===== config.mk =====
export PLATFORM = sky130hd
export DESIGN_NAME = uart_line_echo_tx_queue_unit
export DESIGN_NICKNAME = d
export VERILOG_FILES = /design/src/rtl/core/uletq_pkg.sv /design/src/rtl/core/uart_line_echo_tx_queue_unit.sv /design/src/rtl/core/uletq_ram.sv /design/src/rtl/core/uletq_ctrl.sv /design/src/rtl/core/uletq_dp.sv
export SDC_FILE = /design/constraint.sdc
export NUM_CORES = 1
export LEC_CHECK = 0
export BUFFER_PORTS_ARGS = -buffer_cell sky130_fd_sc_hd__buf_2
export CAP_MARGIN = 30
export CORE_ASPECT_RATIO = 0.9
export CORE_UTILIZATION = 33
export DETAILED_ROUTE_END_ITERATION = 7
export REMOVE_ABC_BUFFERS = 1
export SLEW_MARGIN = 20
export SYNTH_ARGS = -nofsm -noshare
export SYNTH_HDL_FRONTEND = slang
export SYNTH_SLANG_ARGS = --single-unit

===== constraint.sdc =====
create_clock -name clock -period 8.69 [get_ports clock]
set_input_delay 1.3035 -clock clock [delete_from_list [all_inputs] [get_ports clock]]
set_output_delay 1.3035 -clock clock [all_outputs]
set_load 0.005 [all_outputs]

===== src/rtl/core/uletq_pkg.sv =====
`timescale 1ns / 1ps
`default_nettype none
// ----------------------------------------------------------------------------
// UART line echo transmit queue package
// Shared request codes, the terminator reset value, the response width and
// the controller/datapath command and status bundles.
// ----------------------------------------------------------------------------
package uletq_pkg;

   localparam logic [1:0] KIND_RX    = 2'd0;
   localparam logic [1:0] KIND_TXRDY = 2'd1;
   localparam logic [1:0] KIND_HOST  = 2'd2;

   localparam logic [7:0] TERM_RESET = 8'd13;

   localparam int RSP_DATA_W = 24;

   typedef struct packed {
      logic capture;
      logic line_write;
      logic copy_start;
      logic copy_step;
      logic line_clear;
      logic ring_push;
      logic ring_pop;
      logic irq_clear;
      logic take_rdata;
      logic load_out;
   } uletq_cmd_type;

   typedef struct packed {
      logic [1:0] kind;
      logic       is_term;
      logic       line_empty;
      logic       irq_on;
      logic       ring_empty;
      logic       copy_done;
      logic       out_free;
   } uletq_status_type;

endpackage
`default_nettype wire


===== src/rtl/core/uart_line_echo_tx_queue_unit.sv =====
`timescale 1ns / 1ps
`default_nettype none
// A request is not taken until the response of the one before it is loaded;
// a line copy moves one byte a cycle through the line store read port. Reset
// clears pointers, counts and the transmit enable and loads terminator 13; the
// two byte stores are not cleared.
// ----------------------------------------------------------------------------
// UART line echo transmit queue
// Echoes received bytes, collects them into a line, copies finished lines
// into a transmit ring and feeds the transmitter on ready events.
// ----------------------------------------------------------------------------
module uart_line_echo_tx_queue_unit #(
   parameter int DEPTH = 64
) (
   input  wire logic                             clock,
   input  wire logic                             reset,
   input  wire logic                             csr_wr_en,
   input  wire logic [7:0]                       csr_wr_data,
   input  wire logic                             req_tvalid,
   output logic                                  req_tready,
   input  wire logic [7:0]                       req_tdata,  // data_byte
   input  wire logic [1:0]                       req_tuser,  // req_type
   input  wire logic                             req_tlast,  // write_last
   output logic                                  rsp_tvalid,
   input  wire logic                             rsp_tready,
   // send_valid, send_byte, tx_enable, dropped, queue_level, zero fill
   output logic      [uletq_pkg::RSP_DATA_W-1:0] rsp_tdata
);

   import uletq_pkg::*;

   uletq_cmd_type    cmd;
   uletq_status_type status;

   uletq_ctrl u_ctrl (
      .clock      (clock),
      .reset      (reset),
      .req_tvalid (req_tvalid),
      .req_tready (req_tready),
      .status     (status),
      .cmd        (cmd)
   );

   uletq_dp #(.DEPTH(DEPTH)) u_dp (
      .clock       (clock),
      .reset       (reset),
      .csr_wr_en   (csr_wr_en),
      .csr_wr_data (csr_wr_data),
      .req_tdata   (req_tdata),
      .req_tuser   (req_tuser),
      .req_tlast   (req_tlast),
      .rsp_tvalid  (rsp_tvalid),
      .rsp_tready  (rsp_tready),
      .rsp_tdata   (rsp_tdata),
      .cmd         (cmd),
      .status      (status)
   );

endmodule
`default_nettype wire


===== src/rtl/core/uletq_ram.sv =====
`timescale 1ns / 1ps
`default_nettype none
// ----------------------------------------------------------------------------
// Generic RAM
// One write port and one read port with registered read data.
// ----------------------------------------------------------------------------
module uletq_ram #(
   parameter int WIDTH = 8,
   parameter int DEPTH = 64
) (
   input  wire logic                     clock,
   input  wire logic                     wr_en,
   input  wire logic [$clog2(DEPTH)-1:0] wr_addr,
   input  wire logic [WIDTH-1:0]         wr_data,
   input  wire logic                     rd_en,
   input  wire logic [$clog2(DEPTH)-1:0] rd_addr,
   output logic      [WIDTH-1:0]         rd_data
);

   logic [WIDTH-1:0] mem_ff [DEPTH];
   logic [WIDTH-1:0] rd_data_ff;

   always_ff @(posedge clock) begin
      if (wr_en) begin
         mem_ff[wr_addr] <= wr_data;
      end
      if (rd_en) begin
         rd_data_ff <= mem_ff[rd_addr];
      end
   end

   assign rd_data = rd_data_ff;

endmodule
`default_nettype wire


===== src/rtl/core/uletq_ctrl.sv =====
`timescale 1ns / 1ps
`default_nettype none
// ----------------------------------------------------------------------------
// UART line echo transmit queue controller
// Takes each request through decode, any copy or dequeue, and the response.
// ----------------------------------------------------------------------------
module uletq_ctrl (
   input  wire logic                       clock,
   input  wire logic                       reset,
   input  wire logic                       req_tvalid,
   output logic                            req_tready,
   input  wire uletq_pkg::uletq_status_type status,
   output uletq_pkg::uletq_cmd_type        cmd
);

   import uletq_pkg::*;

   typedef enum logic [2:0] {
      ST_IDLE,
      ST_EXEC,
      ST_COPY,
      ST_DEQ,
      ST_FINISH
   } state_type;

   state_type state_ff, state_in;
   logic      ready_ff, ready_in;

   always_comb begin
      cmd      = '0;
      state_in = state_ff;
      ready_in = ready_ff;
      unique case (state_ff)
         ST_IDLE: begin
            if (req_tvalid && ready_ff) begin
               cmd.capture = 1'b1;
               state_in    = ST_EXEC;
               ready_in    = 1'b0;
            end
         end
         ST_EXEC: begin
            state_in = ST_FINISH;
            unique case (status.kind)
               KIND_RX: begin
                  if (status.is_term) begin
                     if (!status.line_empty) begin
                        cmd.copy_start = 1'b1;
                        state_in       = ST_COPY;
                     end
                  end else begin
                     cmd.line_write = 1'b1;
                  end
               end
               KIND_TXRDY: begin
                  if (status.irq_on) begin
                     if (status.ring_empty) begin
                        cmd.irq_clear = 1'b1;
                     end else begin
                        cmd.ring_pop = 1'b1;
                        state_in     = ST_DEQ;
                     end
                  end
               end
               KIND_HOST: begin
                  cmd.ring_push = 1'b1;
               end
               default: begin
                  state_in = ST_FINISH;
               end
            endcase
         end
         ST_COPY: begin
            if (status.copy_done) begin
               cmd.line_clear = 1'b1;
               state_in       = ST_FINISH;
            end else begin
               cmd.copy_step = 1'b1;
            end
         end
         ST_DEQ: begin
            cmd.take_rdata = 1'b1;
            state_in       = ST_FINISH;
         end
         ST_FINISH: begin
            if (status.out_free) begin
               cmd.load_out = 1'b1;
               state_in     = ST_IDLE;
               ready_in     = 1'b1;
            end
         end
         default: begin
            state_in = ST_IDLE;
            ready_in = 1'b1;
         end
      endcase
   end

   always_ff @(posedge clock) begin
      if (reset) begin
         state_ff <= ST_IDLE;
         ready_ff <= 1'b1;
      end else begin
         state_ff <= state_in;
         ready_ff <= ready_in;
      end
   end

   assign req_tready = ready_ff;

endmodule
`default_nettype wire


===== src/rtl/core/uletq_dp.sv =====
`timescale 1ns / 1ps
`default_nettype none
// ----------------------------------------------------------------------------
// UART line echo transmit queue datapath
// Holds the line store, the transmit ring, their pointers and counts, the
// terminator register and the response register.
// ----------------------------------------------------------------------------
module uletq_dp #(
   parameter int DEPTH = 64
) (
   input  wire logic                                 clock,
   input  wire logic                                 reset,
   input  wire logic                                 csr_wr_en,
   input  wire logic [7:0]                           csr_wr_data,
   input  wire logic [7:0]                           req_tdata,
   input  wire logic [1:0]                           req_tuser,
   input  wire logic                                 req_tlast,
   output logic                                      rsp_tvalid,
   input  wire logic                                 rsp_tready,
   output logic      [uletq_pkg::RSP_DATA_W-1:0]     rsp_tdata,
   input  wire uletq_pkg::uletq_cmd_type             cmd,
   output uletq_pkg::uletq_status_type               status
);

   import uletq_pkg::*;

   localparam int IW = $clog2(DEPTH);
   localparam int CW = $clog2(DEPTH + 1);
   localparam logic [CW-1:0] DEPTH_C  = CW'(DEPTH);
   localparam logic [IW-1:0] LAST_IDX = IW'(DEPTH - 1);

   logic [1:0]    kind_ff;
   logic [7:0]    data_ff;
   logic          last_ff;
   logic [7:0]    term_ff;
   logic [IW-1:0] head_ff, head_in;
   logic [IW-1:0] tail_ff, tail_in;
   logic [CW-1:0] tx_count_ff, tx_count_in;
   logic [CW-1:0] line_count_ff, line_count_in;
   logic [CW-1:0] rd_idx_ff, rd_idx_in;
   logic          pend_ff, pend_in;
   logic          irq_ff, irq_in;
   logic          sv_ff, sv_in;
   logic [7:0]    sb_ff, sb_in;
   logic          drop_ff, drop_in;
   logic          out_valid_ff, out_valid_in;
   logic [RSP_DATA_W-1:0] out_data_ff, out_data_in;

   logic          line_full, ring_full;
   logic          line_we, line_re;
   logic [7:0]    line_rdata, ring_rdata;
   logic          push_req, push_do;
   logic [7:0]    push_data;
   logic          out_free;
   logic [CW+6:0] level_ext;

   assign line_full = (line_count_ff == DEPTH_C);
   assign ring_full = (tx_count_ff == DEPTH_C);
   assign line_we   = cmd.line_write && !line_full;
   assign line_re   = cmd.copy_step && (rd_idx_ff != line_count_ff);
   assign push_req  = cmd.ring_push || (cmd.copy_step && pend_ff);
   assign push_do   = push_req && !ring_full;
   assign push_data = cmd.ring_push ? data_ff : line_rdata;
   assign out_free  = !out_valid_ff || rsp_tready;
   assign level_ext = {7'd0, tx_count_ff};

   uletq_ram #(.WIDTH(8), .DEPTH(DEPTH)) u_line_ram (
      .clock   (clock),
      .wr_en   (line_we),
      .wr_addr (line_count_ff[IW-1:0]),
      .wr_data (data_ff),
      .rd_en   (line_re),
      .rd_addr (rd_idx_ff[IW-1:0]),
      .rd_data (line_rdata)
   );

   uletq_ram #(.WIDTH(8), .DEPTH(DEPTH)) u_ring_ram (
      .clock   (clock),
      .wr_en   (push_do),
      .wr_addr (tail_ff),
      .wr_data (push_data),
      .rd_en   (cmd.ring_pop),
      .rd_addr (head_ff),
      .rd_data (ring_rdata)
   );

   always_comb begin
      head_in       = head_ff;
      tail_in       = tail_ff;
      tx_count_in   = tx_count_ff;
      line_count_in = line_count_ff;
      rd_idx_in     = rd_idx_ff;
      pend_in       = pend_ff;
      irq_in        = irq_ff;
      sv_in         = sv_ff;
      sb_in         = sb_ff;
      drop_in       = drop_ff;
      out_valid_in  = out_valid_ff;
      out_data_in   = out_data_ff;

      if (cmd.capture) begin
         sv_in   = 1'b0;
         sb_in   = 8'd0;
         drop_in = 1'b0;
      end
      if (cmd.line_write) begin
         sv_in = 1'b1;
         sb_in = data_ff;
         if (line_full) begin
            drop_in = 1'b1;
         end else begin
            line_count_in = line_count_ff + 1'b1;
         end
      end
      if (cmd.copy_start) begin
         rd_idx_in = '0;
         pend_in   = 1'b0;
         irq_in    = 1'b1;
      end
      if (cmd.copy_step) begin
         pend_in = line_re;
         if (line_re) begin
            rd_idx_in = rd_idx_ff + 1'b1;
         end
      end
      if (cmd.line_clear) begin
         line_count_in = '0;
      end
      if (push_req) begin
         if (ring_full) begin
            drop_in = 1'b1;
         end else begin
            tail_in     = (tail_ff == LAST_IDX) ? '0 : tail_ff + 1'b1;
            tx_count_in = tx_count_ff + 1'b1;
         end
      end
      if (cmd.ring_push && last_ff) begin
         irq_in = 1'b1;
      end
      if (cmd.ring_pop) begin
         head_in     = (head_ff == LAST_IDX) ? '0 : head_ff + 1'b1;
         tx_count_in = tx_count_ff - 1'b1;
      end
      if (cmd.irq_clear) begin
         irq_in = 1'b0;
      end
      if (cmd.take_rdata) begin
         sv_in = 1'b1;
         sb_in = ring_rdata;
      end
      if (out_valid_ff && rsp_tready) begin
         out_valid_in = 1'b0;
      end
      if (cmd.load_out) begin
         out_valid_in = 1'b1;
         out_data_in  = {6'd0, level_ext[6:0], drop_ff, irq_ff, sb_ff, sv_ff};
      end
   end

   always_ff @(posedge clock) begin
      if (reset) begin
         term_ff       <= TERM_RESET;
         head_ff       <= '0;
         tail_ff       <= '0;
         tx_count_ff   <= '0;
         line_count_ff <= '0;
         rd_idx_ff     <= '0;
         pend_ff       <= 1'b0;
         irq_ff        <= 1'b0;
         out_valid_ff  <= 1'b0;
      end else begin
         if (csr_wr_en) begin
            term_ff <= csr_wr_data;
         end
         head_ff       <= head_in;
         tail_ff       <= tail_in;
         tx_count_ff   <= tx_count_in;
         line_count_ff <= line_count_in;
         rd_idx_ff     <= rd_idx_in;
         pend_ff       <= pend_in;
         irq_ff        <= irq_in;
         out_valid_ff  <= out_valid_in;
      end
   end

   always_ff @(posedge clock) begin
      if (cmd.capture) begin
         kind_ff <= req_tuser;
         data_ff <= req_tdata;
         last_ff <= req_tlast;
      end
      sv_ff       <= sv_in;
      sb_ff       <= sb_in;
      drop_ff     <= drop_in;
      out_data_ff <= out_data_in;
   end

   always_comb begin
      status.kind       = kind_ff;
      status.is_term    = (data_ff == term_ff);
      status.line_empty = (line_count_ff == '0);
      status.irq_on     = irq_ff;
      status.ring_empty = (tx_count_ff == '0);
      status.copy_done  = !pend_ff && (rd_idx_ff == line_count_ff);
      status.out_free   = out_free;
   end

   assign rsp_tvalid = out_valid_ff;
   assign rsp_tdata  = out_data_ff;

endmodule
`default_nettype wire


==> metrics list, run 1 <==
- Each instance of the synthesized netlist takes up on average 19.3 um2.
* Drt total wl: around 110 mm
- Number of cells produced by synthesis: about 2.3k
- Logic depth of the worst path, buffers included: 7
- Across all layers, the routed design uses about 23k vias.
* Width of the die: 388 um
- In this run the remaining antenna-violating nets after routing total 0.
- The via count of the first global-routing pass came to roughly 23k.
- Netlist area before placement: 44,300 um2
- Final nets: roughly 2.4k
- Count of input and output buffers: 43
- Net switching power: approximately 2.2 mW
- Compared with the post-synthesis result, the final layout area differs by 13.1%.
* H-tree level count: 3
* Post-layout instance area: ~50,000 um2
- The worst register-to-register path begins at u_dp.data_ff[3]$_DFFE_PP_.
- Combinational cells account for ~1.6% of the total power.
- Among all flip-flop cells after synthesis, the most frequent one is sky130_fd_sc_hd__edfxtp_1.
- Share of cells above drive strength 1: 23.1%
* Max incr delay on CP: a little under 1000 ps
- The critical path in this run is classified as reg -> reg.
- Synthesis Warnings: 0
- Switching share of total power: about 20%
* Data arrival time of the worst path: approximately 4500 ps
- Data required time of the worst path: between 9000 and 10,000 ps
- For the final routed database, the setup TNS stands at 0 ps.
- The most critical setup path has its endpoint at u_dp.u_line_ram.mem_ff[54][1]$_DFFE_PP_.
* Worst-Skew Late Latency: approximately 740 ps
- Placed wire-length estimate after detailed placement: ~67 mm
- Critical Path End Type: flop
- In this run, distinct cell masters in the synthesized netlist total 80.
- Ordered cell list for the critical path: buf_4, xnor2_1, and4_1, a21oi_1, buf_4, nand4_1, nor2_1
- Share of total power in the clock network: between 40% and 50%
- Static leakage: between 10 and 15 nW
- Cell at the slowest stage of the critical path: sky130_fd_sc_hd__nor2_1
- Initial antenna violation count: 4
* Average via count per standard cell: around 5.4
* Worst-case register-to-register setup slack: 4560 ps
* Maximum VDD drop: about 0.17 mV
- Overall Global Routing Usage: between 10% and 20%
- Number of DRC markers in iteration 0: 2,752
- Count of filler cells inserted in the layout: between 10k and 15k
- Across the run, the number of max-cap violations was 0.
* Critical path buffer and inverter count: 2
- DIE HEIGHT: about 350 um
- RSZ-0062 raised after global routing: false
- Number of endpoints with negative hold slack in the final report: 0
- Once the floorplan was initialized, standard cells occupied between 30% and 40% of the core.
- TritonCTS built the clock tree.
- Maximum fanout along the worst path: 67
- Area of the die: 136,000 um2
- Overall Power: between 10 and 15 mW
- In the synthesized netlist the async set-or-reset flop fraction comes to 0%.
- Sequential cell area fraction in the yosys report: 75.2%
- The repair_antennas step left the layout with diodes totalling 0.
- Summing all placed instances gives a cell area of between 40,000 and 50,000 um2.
- For this run, design rule violations remaining after detail routing come to 0.
- After layout, the minimum clock period comes to between 4000 and 5000 ps.
- The synthesized design contains approximately 1.1k enable-type register cells.
* Startpoint of the worst setup timing path: u_dp.data_ff[3]$_DFFE_PP_
- The first global-routing pass estimated approximately 160 mm of wire.
* Worst setup slack before clock tree synthesis: between 4000 and 5000 ps
- The synthesized design contains between 1k and 1.5k register bits.
* Top delay family on crit path: simple AND/OR/NAND/NOR gates
- Max Freq: 0.242 GHz
- Min-delay worst type: reg -> reg
- The number of cells on the worst reg-to-reg path is 7.
- Cell internal power was estimated by the tool at 8.58 mW.
* Total count of max-transition violations in the final report: 0
- Per report_power, the sequential group accounts for ~55% of the total.
* Number of sinks on the clock net: between 1k and 1.5k
- Setup crit start kind: flop
* Final Skew: roughly 37 ps
- The floorplan step defined a core boundary enclosing about 130,000 um2.
- For this run the aggregate overflow at the end of global routing stands at 0.
- Maximum number of pins on one net before global-route repair: 100
* 1st-pass router iterations: 7
- Setup repair bufs after CTS: 0
* Worst hold path depth: 0
- The floorplan has about 130 rows.
* Run status: completed
- Setup violations remaining at the end of the flow were counted as 0.
- Headroom to the max-slew limit came out at about a third.
- The library cell used most frequently in the layout, excluding fill and tap cells, is sky130_fd_sc_hd__edfxtp_1.
- After clock tree synthesis, the flow added hold-fix buffers numbering 0.
- The congestion estimate from routability-driven global placement came to ~0.86.
- After clock tree synthesis, the repair step resized 0 gates.
* Cell occurring most often along the worst timing path: sky130_fd_sc_hd__buf_4
- The endpoint identified for the worst register-to-register timing path is u_dp.u_line_ram.mem_ff[54][1]$_DFFE_PP_.
* CTS max path bufs: 3
* Worst-Margin Slew: ~1000 ps
- Period Utilization, post-route: a little under half
- The root buffer cell chosen for the clock tree is sky130_fd_sc_hd__clkbuf_16.
* Number of I/O pins: 50
- Most frequent cells in the layout: 1,077 x sky130_fd_sc_hd__edfxtp_1, 231 x sky130_fd_sc_hd__mux4_2, 146 x sky130_fd_sc_hd__nor2_1
* Clock slew at the register clock pins of the worst setup and hold paths: 60 ps
- Worst setup margin: 4560 ps
- Wire length per cell after detailed routing: 26.0 um
- Buffers inserted during clock tree synthesis total ~110.
- Power per Cell Area: 215 nW/um2
[state kept, by name, indices dropped and copies added, names as in the netlist, 2 cells and up]
name and cells:
u_dp.u_line_ram.rd_data 8, u_ctrl.state_ff 3, u_dp.term_ff 8, u_dp.head_ff 6
u_dp.u_ring_ram.mem_ff 512, u_dp.line_count_ff 7, u_dp.data_ff 8, u_dp.rsp_tdata 18
u_dp.sb_ff 8, u_dp.kind_ff 2, u_dp.u_line_ram.mem_ff 512, u_dp.tx_count_ff 7
u_dp.tail_ff 6, u_dp.u_ring_ram.rd_data 8, u_dp.rd_idx_ff 7
[how the worst min path moves through the flow]
stage / startpoint / endpoint / slack (ps)
floorplan: u_dp.sb_ff[0]$_DFFE_PP_ / u_dp.rsp_tdata[1]$_DFFE_PP_ / 400
global placement: u_dp.sb_ff[4]$_DFFE_PP_ / u_dp.rsp_tdata[5]$_DFFE_PP_ / 420
detailed placement: u_dp.sb_ff[1]$_DFFE_PP_ / u_dp.rsp_tdata[2]$_DFFE_PP_ / 410
CTS: u_dp.sb_ff[7]$_DFFE_PP_ / u_dp.rsp_tdata[8]$_DFFE_PP_ / 430
global route: u_dp.sb_ff[7]$_DFFE_PP_ / u_dp.rsp_tdata[8]$_DFFE_PP_ / 430
finish: u_dp.sb_ff[7]$_DFFE_PP_ / u_dp.rsp_tdata[8]$_DFFE_PP_ / 430
[final cells by class]
type / count / area [um2] / area share (%)
sequential: 1127 / 33400 / 66.6
multi-input combinational: 1016 / 10400 / 20.7
clock inverter: 69 / 681 / 1.36
inverter: 14 / 52.6 / 0.105
clock buffer: 131 / 2820 / 5.63
tap: 1741 / 2180 / 4.35
timing repair buffer: 105 / 671 / 1.34
[cells by family after synthesis]
family	after synthesis	share of synthesized area [%]
xor+xnor	26	0.514
buf+inv	154	1.61
other cells	1	0.00846
flops	1127	75.2
fa+ha+maj	6	0.169
simple gates	418	4.74
compound gates	242	3.92
mux	318	13.8
[power by group through the flow]
stage	logic (mW)	registers, mW	clock network, mW
after global routing	0.185	5.98	4.91
after CTS	0.174	5.98	4.72
after global placement	0.168	6.09	0
after floorplan	0.0504	6.12	0
after detailed placement	0.175	6.09	0
final	0.172	5.98	4.65
[cells in the mapped netlist (all sizes together), types with 6 or more instances]
cell	number	area [um2]
nor2	147	552
o221ai	9	78.8
or3	9	56.3
nand3	34	170
a211oi	6	45.0
o22ai	29	181
nand2	60	228
xnor2	19	166
nor4	12	81.3
a211o	6	52.6
and2	8	50.1
mux2i	55	551
nand2b	10	62.6
nor3	47	235
o21ai	22	114
a22o	12	105
ha	6	75.1
a31oi	11	68.8
nand4	15	93.8
clkbuf	59	221
and3	8	50.1
mux2	32	364
edfxtp	1077	32300
a311oi	6	52.6
nor2b	19	119
nand3b	16	120
inv	13	48.8
buf	81	442
mux4	231	5200
a21oi	45	225
dfxtp	50	1000
a22oi	49	382
a221oi	14	129
xor2	7	61.3
[worst register-to-register path: stages (launching register included)]
cell                       delay [ps]
sky130_fd_sc_hd__edfxtp_1         320
sky130_fd_sc_hd__buf_4            670
sky130_fd_sc_hd__xnor2_1          260
sky130_fd_sc_hd__and4_1           290
sky130_fd_sc_hd__a21oi_1          180
sky130_fd_sc_hd__buf_4            240
sky130_fd_sc_hd__nand4_1          790
sky130_fd_sc_hd__nor2_1          1000
[through the flow]
step	utilization [%]	hold slack, ps	cells
2_1_floorplan	-	400	2157
3_3_place_gp	34.9	416	3982
3_5_place_dp	34.9	413	3992
4_1_cts	37.6	429	4192
5_1_grt	37.6	430	4203
6_report	37.6	429	4203
[layer usage]
layer  share of wire, %  track usage, %
met1                 44            23.0
met4                1.9            3.90
met5                  0               0
met3                8.3            3.24
met2                 46            24.4
Power figures use the tool's default switching activity.
==> run 2, diff against run 1 <==
==> constraint.sdc (replaced) <==
create_clock -name clock -period 4.25 [get_ports clock]
set_input_delay 0.6375 -clock clock [delete_from_list [all_inputs] [get_ports clock]]
set_output_delay 0.6375 -clock clock [all_outputs]
set_load 0.005 [all_outputs]
==> run 2 against run 1 <==
  * Non-clock buffer count is 32 higher
  * Setup slack worse by 3700 ps
  * Die area stayed put
  * Clock power is 100% higher
  * Worst hold slack worse by 310 ps
  * Clock skew is 0.52 ps lower
  * Register-to-register slack worse by 3700 ps
  * Highest routed layer unchanged
==> metrics list, run 2 (same netlist as run 1, synthesis figures left out) <==
- First-pass GRT wire length: 160 mm (+0.86%)
- Period Utilization, post-route: 79.7% (+32 points)
- Critical path buffer and inverter count: 1 (-1)
* CP Class: reg -> reg
- The worst max-slew margin expressed relative to the limit is 32.8% (-0.55 points).
- Drt total wl: 110 mm (+0.91%)
- Starting density of the core: 33.3% (unchanged)
- Wire length per cell after detailed routing: 26.0 um (+0.17%)
- Power per Cell Area: 436 nW/um2 (+100%)
* Vias: 23.2k (+1.2%)
- The number of hold violations in the final report is 0 (unchanged).
- The setup skew after layout came to 36.2 ps (-0.521 ps).
* Post_cts resized: 0 (unchanged)
- The floorplan core area came to 133,000 um2 (unchanged).
- Maximum VDD drop: 0.398 mV (+130%)
- Number of DRC markers in iteration 0: 2,908 (+5.7%)
- CTS Buf Count: 106 (-0.93%)
* H-tree level count: 3 (unchanged)
* Part of the power in combinational logic: 1.6% (about the same)
- Clock slew at the register clock pins of the worst setup and hold paths: 60 ps (about the same)
- Relative to the synthesized area, the layout overhead comes to 13.8%.
- The highest cell delay on the worst timing path was 920 ps (-70 ps).
* Total count of max-transition violations in the final report: 0 (unchanged)
- Final critical delay including setup and external delays: 3390 ps (-745 ps)
* Count of input and output buffers: 43 (unchanged)
- Via count of the first global-routing pass: 22.7k (+0.40%)
* Max-cap check violation count: 0 (unchanged)
- The library cell used most frequently in the layout, excluding fill and tap cells, is sky130_fd_sc_hd__edfxtp_1.
* Area of the die: 136,000 um2 (unchanged)
- Width of the die: 388 um (unchanged)
* Average via count per standard cell: 5.47 (+0.42%)
* Setup repair bufs after CTS: 0 (unchanged)
- Initial antenna violation count: 3 (-1)
* Min-delay worst type: in -> reg
- Switching share of total power: 20.4% (-0.091 points)
* DIE HEIGHT: 350 um (unchanged)
* Cell occurring most often along the worst timing path: sky130_fd_sc_hd__nor2_1
* Max Freq: 0.295 GHz (+22%)
- Worst-Skew Late Latency: 710 ps (-30 ps)
- The utilization of the core after routing was 37.9% (+0.23 points).
- The final global-route overflow total is 0 (unchanged).
- The post-cts hold buffer count was 0 (unchanged).
- On the critical path the largest part of the delay comes from simple AND/OR/NAND/NOR gates.
- 1st-pass router iterations: 6 (-1)
- The post-detailed-route count of antenna-violating nets is 0 (unchanged).
- Run status: completed
- Data arrival time of the worst path: 3720 ps (-750 ps)
* Count of filler cells inserted in the layout: 11.9k (-0.63%)
* CTS max path bufs: 3 (unchanged)
* Share of cells above drive strength 1: 23.6% (+0.44 points)
* Ordered cell list for the critical path: nor2_1, nand4b_1, buf_4, nand2_1, or4b_1, nor2_1
* Share of total power in the clock network: 42.9% (about the same)
- The overall power of the completed layout is 22.0 mW (+100%).
* Number of standard cells in the final layout excluding fillers: 4,234 (+0.74%)
- Instance count after placement with tap cells included: 4,033 (+1.0%)
- The switching power total came to 4.48 mW (+100%).
- Cell at the slowest stage of the critical path: sky130_fd_sc_hd__or4b_1
- The internal power of the cells is 17.5 mW (+100%).
- The number of setup violations in the final report came to 0 (unchanged).
- Maximum fanout along the worst path: 11 (-84%)
- Rows: 127 (unchanged)
- Setup crit start kind: flop
* Number of sinks on the clock net: 1,127 (unchanged)
- Static leakage: 15.1 nW (+1.5%)
- The tree is rooted in a sky130_fd_sc_hd__clkbuf_16.
- Remaining DRCs: 0 (unchanged)
- Most frequent cells in the layout: 1,077 x sky130_fd_sc_hd__edfxtp_1, 231 x sky130_fd_sc_hd__mux4_2, 146 x sky130_fd_sc_hd__nor2_1
- Critical Path End Type: flop
- The final HPWL from detailed placement is 68.9 mm (+3.1%).
- The critical path data required time is 4580 ps (-4450 ps).
- CTS tree: built
- The total I/O pin count is 50 (unchanged).
- Maximum number of pins on one net before global-route repair: 67 (-33%)
- Worst-Margin Slew: 1010 ps (+8.17 ps)
* RSZ-0062 raised after global routing: false
- The final weighted congestion in routability-driven placement came to 0.870 (+1.8%).
- Sequential share of power: 55.5% (about the same)
* Final nets: 2,432 (+1.3%)
* Overall Global Routing Usage: 16.0% (+0.089 points)
-- run 2: routing by layer --
| layer | wire, um | track usage [%] | vias up |
|---|---|---|---|
| met5 | 0 | 0 | - |
| met4 | 2420 | 3.68 | 0 |
| met3 | 9240 | 3.04 | 162 |
| met2 | 50200 | 24.3 | 1184 |
| met1 | 48500 | 23.6 | 12200 |
| li1 | - | - | 9657 |
-- run 2: area by class of cell --
| class | instances | area (um2) | area share (%) |
|---|---|---|---|
| inverters | 14 | 52.6 | 0.104 |
| repair buffers | 137 | 1030 | 2.04 |
| flip-flops and latches | 1127 | 33400 | 66.2 |
| clock inverters | 67 | 667 | 1.32 |
| multi-input cells | 1016 | 10300 | 20.5 |
| diodes | 1 | 2.50 | 0.00496 |
| well taps | 1741 | 2180 | 4.32 |
| clock buffers | 131 | 2800 | 5.55 |
-- run 2: path summary, 6_finish.rpt --
check	slack, ps	cells past startpoint	end	start
worst min register to register	430	0	u_dp.rsp_tdata[8]$_DFFE_PP_	u_dp.sb_ff[7]$_DFFE_PP_
worst max-delay path	860	6	u_dp.u_ring_ram.mem_ff[17][4]$_DFFE_PP_	u_dp.tx_count_ff[1]$_SDFFE_PP0P_
worst max register to register	860	6	u_dp.u_ring_ram.mem_ff[17][4]$_DFFE_PP_	u_dp.tx_count_ff[1]$_SDFFE_PP0P_
worst min-delay path	120	1	u_dp.data_ff[4]$_DFFE_PP_	req_tdata[4]
-- run 2: worst reg2reg max path, stage by stage (launching register included) --
cell	delay [ps]
sky130_fd_sc_hd__dfxtp_1	560
sky130_fd_sc_hd__nor2_1	140
sky130_fd_sc_hd__nand4b_1	310
sky130_fd_sc_hd__buf_4	210
sky130_fd_sc_hd__nand2_1	150
sky130_fd_sc_hd__or4b_1	920
sky130_fd_sc_hd__nor2_1	750
-- run 2: power by group through the flow --
stage / Clock [mW] / Combinational [mW] / Sequential (mW)
3_3_place_gp: 0 / 0.342 / 12.5
6_report: 9.43 / 0.353 / 12.2
3_5_place_dp: 0 / 0.358 / 12.5
2_1_floorplan: 0 / 0.103 / 12.5
5_1_grt: 9.98 / 0.376 / 12.2
4_1_cts: 9.59 / 0.357 / 12.2
-- run 2: stage by stage --
step           worst slack [ps]  area (um2)  TNS (ps)  hold slack [ps]
6_report                    864       50400         0              123
3_3_place_gp                952       46900         0              411
2_1_floorplan             -1830       43700    -50450              400
3_5_place_dp                892       46900         0              415
5_1_grt                     627       50400         0             89.0
4_1_cts                     901       50400         0             82.5
==> run 3, diff against run 2 <==
--- a/config.mk
+++ b/config.mk
@@ -5,6 +5,7 @@
 export SDC_FILE = /design/constraint.sdc
 export NUM_CORES = 1
 export LEC_CHECK = 0
+export ABC_AREA = 1
 export BUFFER_PORTS_ARGS = -buffer_cell sky130_fd_sc_hd__buf_2
 export CAP_MARGIN = 30
 export CORE_ASPECT_RATIO = 0.9
==> constraint.sdc (replaced) <==
create_clock -name clock -period 3.4 [get_ports clock]
set_input_delay 0.51 -clock clock [delete_from_list [all_inputs] [get_ports clock]]
set_output_delay 0.51 -clock clock [all_outputs]
set_load 0.005 [all_outputs]
==> run 3 against run 2 <==
  * Power increased by 36%
  * Clock-buffer cell count grew 10
  * Register-to-register slack lost 630 ps
  * Critical endpoint is now u_dp.u_line_ram.mem_ff[40][5]$_DFFE_PP_
  * Non-clock buffer count grew 77
  * Via count up 27%
  * Sequential share of layout area shrank 1.3 points
  * Clock power increased by 25%
==> metrics list, run 3 <==
* GR peak layer: met2
- The startpoint identified for the worst hold timing path is req_tuser[0].
- The final global-route overflow total came to 0 (unchanged).
- The wire length per cell was 22.4 um (-14%).
- Core footprint: 134,000 um2 (+0.60%)
- The port buffer count was 43 (unchanged).
- Grt met1 use: 26.0% (+2.4 points)
- The starting density of the core is 33.4% (+0.16 points).
* Final critical delay including setup and external delays: 3160 ps (-222 ps)
- Width of the die: 390 um (+0.53%)
* Ordered cell list for the critical path: inv_1, nand2_1, nand4_1, nor2_1, nand2_1, nand2_2, nor2_4, inv_4, nor2_4, nand2_1, nor2_1
* Maximum VDD drop: 0.452 mV (+14%)
* DIE HEIGHT: 352 um (+0.53%)
- Relative to the synthesized area, the layout overhead comes to 14.8%.
* Number of sinks on the clock net: 1,127 (unchanged)
- Max Freq: 0.316 GHz (+7.0%)
- Multi-input logic area: 10,300 um2 (about the same)
- The worst setup path is of the reg -> reg kind.
- Most frequent cells after synthesis: 1,077 x sky130_fd_sc_hd__edfxtp_1, 713 x sky130_fd_sc_hd__nor2_1, 548 x sky130_fd_sc_hd__o21ai_0, 251 x sky130_fd_sc_hd__nand2_1, 161 x sky130_fd_sc_hd__clkbuf_1
* Worst-case register-to-register setup slack: 240 ps (-630 ps)
- The top cell types in the final layout, fill and taps aside, are 1,077 x sky130_fd_sc_hd__edfxtp_1, 711 x sky130_fd_sc_hd__nor2_1, 540 x sky130_fd_sc_hd__o21ai_0.
- H-tree level count: 3 (unchanged)
- The post-synthesis cell area is 44,800 um2 (+1.1%).
- Clock slew at the register clock pins of the worst setup and hold paths: 70 ps (about the same)
- The global-route wire length before repair came to 183 mm (+15%).
* CTS tree: built
- Maximum fanout along the worst path: 10 (-1)
- The initial antenna violation count came to 7 (+4).
* Synthesis Warnings: 0 (unchanged)
- The overall power of the completed layout was 29.9 mW (+36%).
* Number of I/O pins: 50 (unchanged)
- The leakage power came to 16.8 nW (+11%).
- Hold Crit Endpoint: u_dp.kind_ff[0]$_DFFE_PP_
- Number of flops mapped to enable cells by yosys: 1,077 (unchanged)
- The number of standard-cell rows in the floorplan came to 127 (unchanged).
- Most common cell after layout, fill and taps aside: sky130_fd_sc_hd__edfxtp_1
- Async SR Flop Fraction: 0% (unchanged)
* Placed wire-length estimate after detailed placement: 74.5 mm (+8.1%)
* Average via count per standard cell: 5.29 (-3.3%)
- The most used flip-flop cell after synthesis is sky130_fd_sc_hd__edfxtp_1.
* Worst-case hold slack: 31.3 ps (-91.6 ps)
* Number of DRC markers in iteration 0: 3,631 (+25%)
- Number of cells produced by synthesis: 3,528 (+54%)
- The share of final-layout standard cells stronger than drive strength 1 was 11.3% (-12 points).
- The total power density per cell area is 581 nW/um2 (+33%).
- Top post-synthesis cells by area: sky130_fd_sc_hd__edfxtp_1 72%, sky130_fd_sc_hd__o21ai_0 6.1%, sky130_fd_sc_hd__nor2_1 6.0%, sky130_fd_sc_hd__dfxtp_1 2.2%, sky130_fd_sc_hd__nand2_1 2.1%
- The total of cells resized after clock tree synthesis is 0 (unchanged).
- The final count of pins violating max slew came to 0 (unchanged).
* Most common cell in the netlist: sky130_fd_sc_hd__edfxtp_1
* Worst hold path depth: 1 (unchanged)
* Final Skew: 46.7 ps (+10.5 ps)
- Count of unique library cells instantiated by Yosys: 42 (-48%)
- Worst R2R End: u_dp.u_line_ram.mem_ff[40][5]$_DFFE_PP_
* Overall Global Routing Usage: 17.8% (+1.9 points)
* CTS max path bufs: 3 (unchanged)
* R2R depth: 11 (+5)
- The worst setup path is captured at a flop.
- Final nets: 3,667 (+51%)
* CTS Buf Count: 109 (+2.8%)
- The total negative setup slack is 0 ps (unchanged).
- Setup crit start kind: flop
- Sequential cell area fraction in the yosys report: 74.4% (-0.80 points)
* Via count of the first global-routing pass: 27.8k (+23%)
* Area fraction of the dominant cell type after synthesis: 72.2% (-0.78 points)
- Min-delay worst type: in -> reg
- The maximum number of pins on one net before global-route repair came to 194 (+190%).
- Average cell area after synthesis: 12.7 um2 (-34%)
- Period Utilization, post-route: 93.1% (+13 points)
- Count of filler cells inserted in the layout: 12.6k (+5.1%)
- #FFs+latches synth: 1,127 (unchanged)
* Number of antenna-violating nets in the routed design: 0 (unchanged)
* Met3 Use GR: 3.69% (+0.65 points)
- The run finished with clean final reports.
- On the critical path, the stage with the largest delay is an instance of sky130_fd_sc_hd__nor2_1.
- Weighted congestion reported at the end of routability-driven placement: 0.880 (+1.1%)
* Headroom to the max-slew limit: 35.3% (+2.5 points)
- The area of the die was 137,000 um2 (+1.1%).
* Number of endpoints with negative hold slack in the final report: 0 (unchanged)
- The tree is rooted in a sky130_fd_sc_hd__clkbuf_16.
- Setup repair after global routing left no endpoint under its margin.
- The number of iterations in the first detailed-routing pass came to 6 (unchanged).
* Max-cap check violation count: 0 (unchanged)
- The highest cell delay on the worst timing path was 760 ps (-160 ps).
* Number of setup violations in the final report: 0 (unchanged)
- The arrival time at the worst endpoint was 3500 ps (-220 ps).
- The critical path data required time came to 3740 ps (-840 ps).
- Worst-Skew Late Latency: 740 ps (+30 ps)
* R2r startpoint: u_dp.data_ff[3]$_DFFE_PP_
- Vias: 29.3k (+27%)
- GR Util met2: 26.8% (+2.5 points)
* Drt total wl: 124 mm (+12%)
- The largest total area in the synthesized netlist belongs to sky130_fd_sc_hd__edfxtp_1.
- Sequential cell area: 33,400 um2 (about the same)
- Worst-Margin Slew: 970 ps (-35.1 ps)
* Cell occurring most often along the worst timing path: sky130_fd_sc_hd__nand2_1
* Remaining DRCs: 0 (unchanged)
## run 3: cell count changes after synthesis, sizes merged, moves of 55 or more
cell,delta
nand3,+110
o21ai,+532
mux4,-231
nand2,+201
clkbuf,+102
o22ai,+121
inv,+71
o221ai,+90
nor2,+572
mux2i,-55
## run 3: cell type report
type	instances	area share, %
multi-input combinational	2097	20.1
clock buffer	141	5.60
timing repair buffer	214	3.33
sequential	1127	64.9
antenna	2	0.00973
tap	1806	4.39
inverter	88	0.672
clock inverter	62	1.04
## run 3: what timing repair did
item | CTS | global route
setup buffers | 0 | 0
endpoints found under the hold margin | 5 | 0
hold buffers | 5 | 0
## run 3: worst max-delay path by stage
stage | from | endpoint | slack, ps | cells after the start
2_1_floorplan | u_dp.rd_idx_ff[0]$_SDFF_PP0_ | u_dp.u_line_ram.rd_data[0]$_DFFE_PN_ | -5140 | 7
3_3_place_gp | u_dp.data_ff[2]$_DFFE_PP_ | u_dp.u_line_ram.mem_ff[0][1]$_DFFE_PP_ | 320 | 11
3_5_place_dp | u_dp.data_ff[0]$_DFFE_PP_ | u_dp.u_line_ram.mem_ff[0][1]$_DFFE_PP_ | 310 | 11
4_1_cts | u_dp.data_ff[3]$_DFFE_PP_ | u_dp.u_line_ram.mem_ff[40][5]$_DFFE_PP_ | 270 | 11
5_1_grt | u_dp.data_ff[3]$_DFFE_PP_ | u_dp.u_line_ram.mem_ff[40][5]$_DFFE_PP_ | 9 | 11
6_report | u_dp.data_ff[3]$_DFFE_PP_ | u_dp.u_line_ram.mem_ff[40][5]$_DFFE_PP_ | 240 | 11
## run 3: per-stage QoR
stage               setup WS [ps]  cells  cell area [um2]  utilization, %
floorplan                   -5140   3312            43900               -
CTS                           266   5535            51400            38.4
global placement              317   5327            47900            35.8
finish                        235   5537            51400            38.4
detailed placement            309   5327            47900            35.8
global route                 9.47   5535            51400            38.4
## run 3: where the power goes
part | internal [mW] | leakage, nW | switching, mW
clock network | 6.51 | 1.68 | 5.25
registers | 16.0 | 10.1 | 0.237
logic | 0.328 | 4.98 | 1.55
## run 3: logic make-up (layout without fill, tap and decap cells)
family	count (synthesis)	in the layout	share of synthesized area [%]
and+or+nand+nor	1174	1174	10.8
adders and majority gates	6	6	0.168
other	1	8	0.00837
DFF	1127	1127	74.4
buffers and inverters	309	505	2.82
AOI/OAI and AO/OA	895	895	11.5
xor gates and xnor gates	16	16	0.313
## run 3: worst max-delay path: cells and delay by family (launching register included)
family	cells	cell delay (ps)
buffers and inverters	2	250
and+or+nand+nor	9	2070
DFF	1	440
## run 3: routing by layer
layer	vias to the layer above	part of all wire, %
li1	13300	-
met4	0	2.6
met2	1310	44
met5	-	0
met1	14500	44
met3	199	8.9
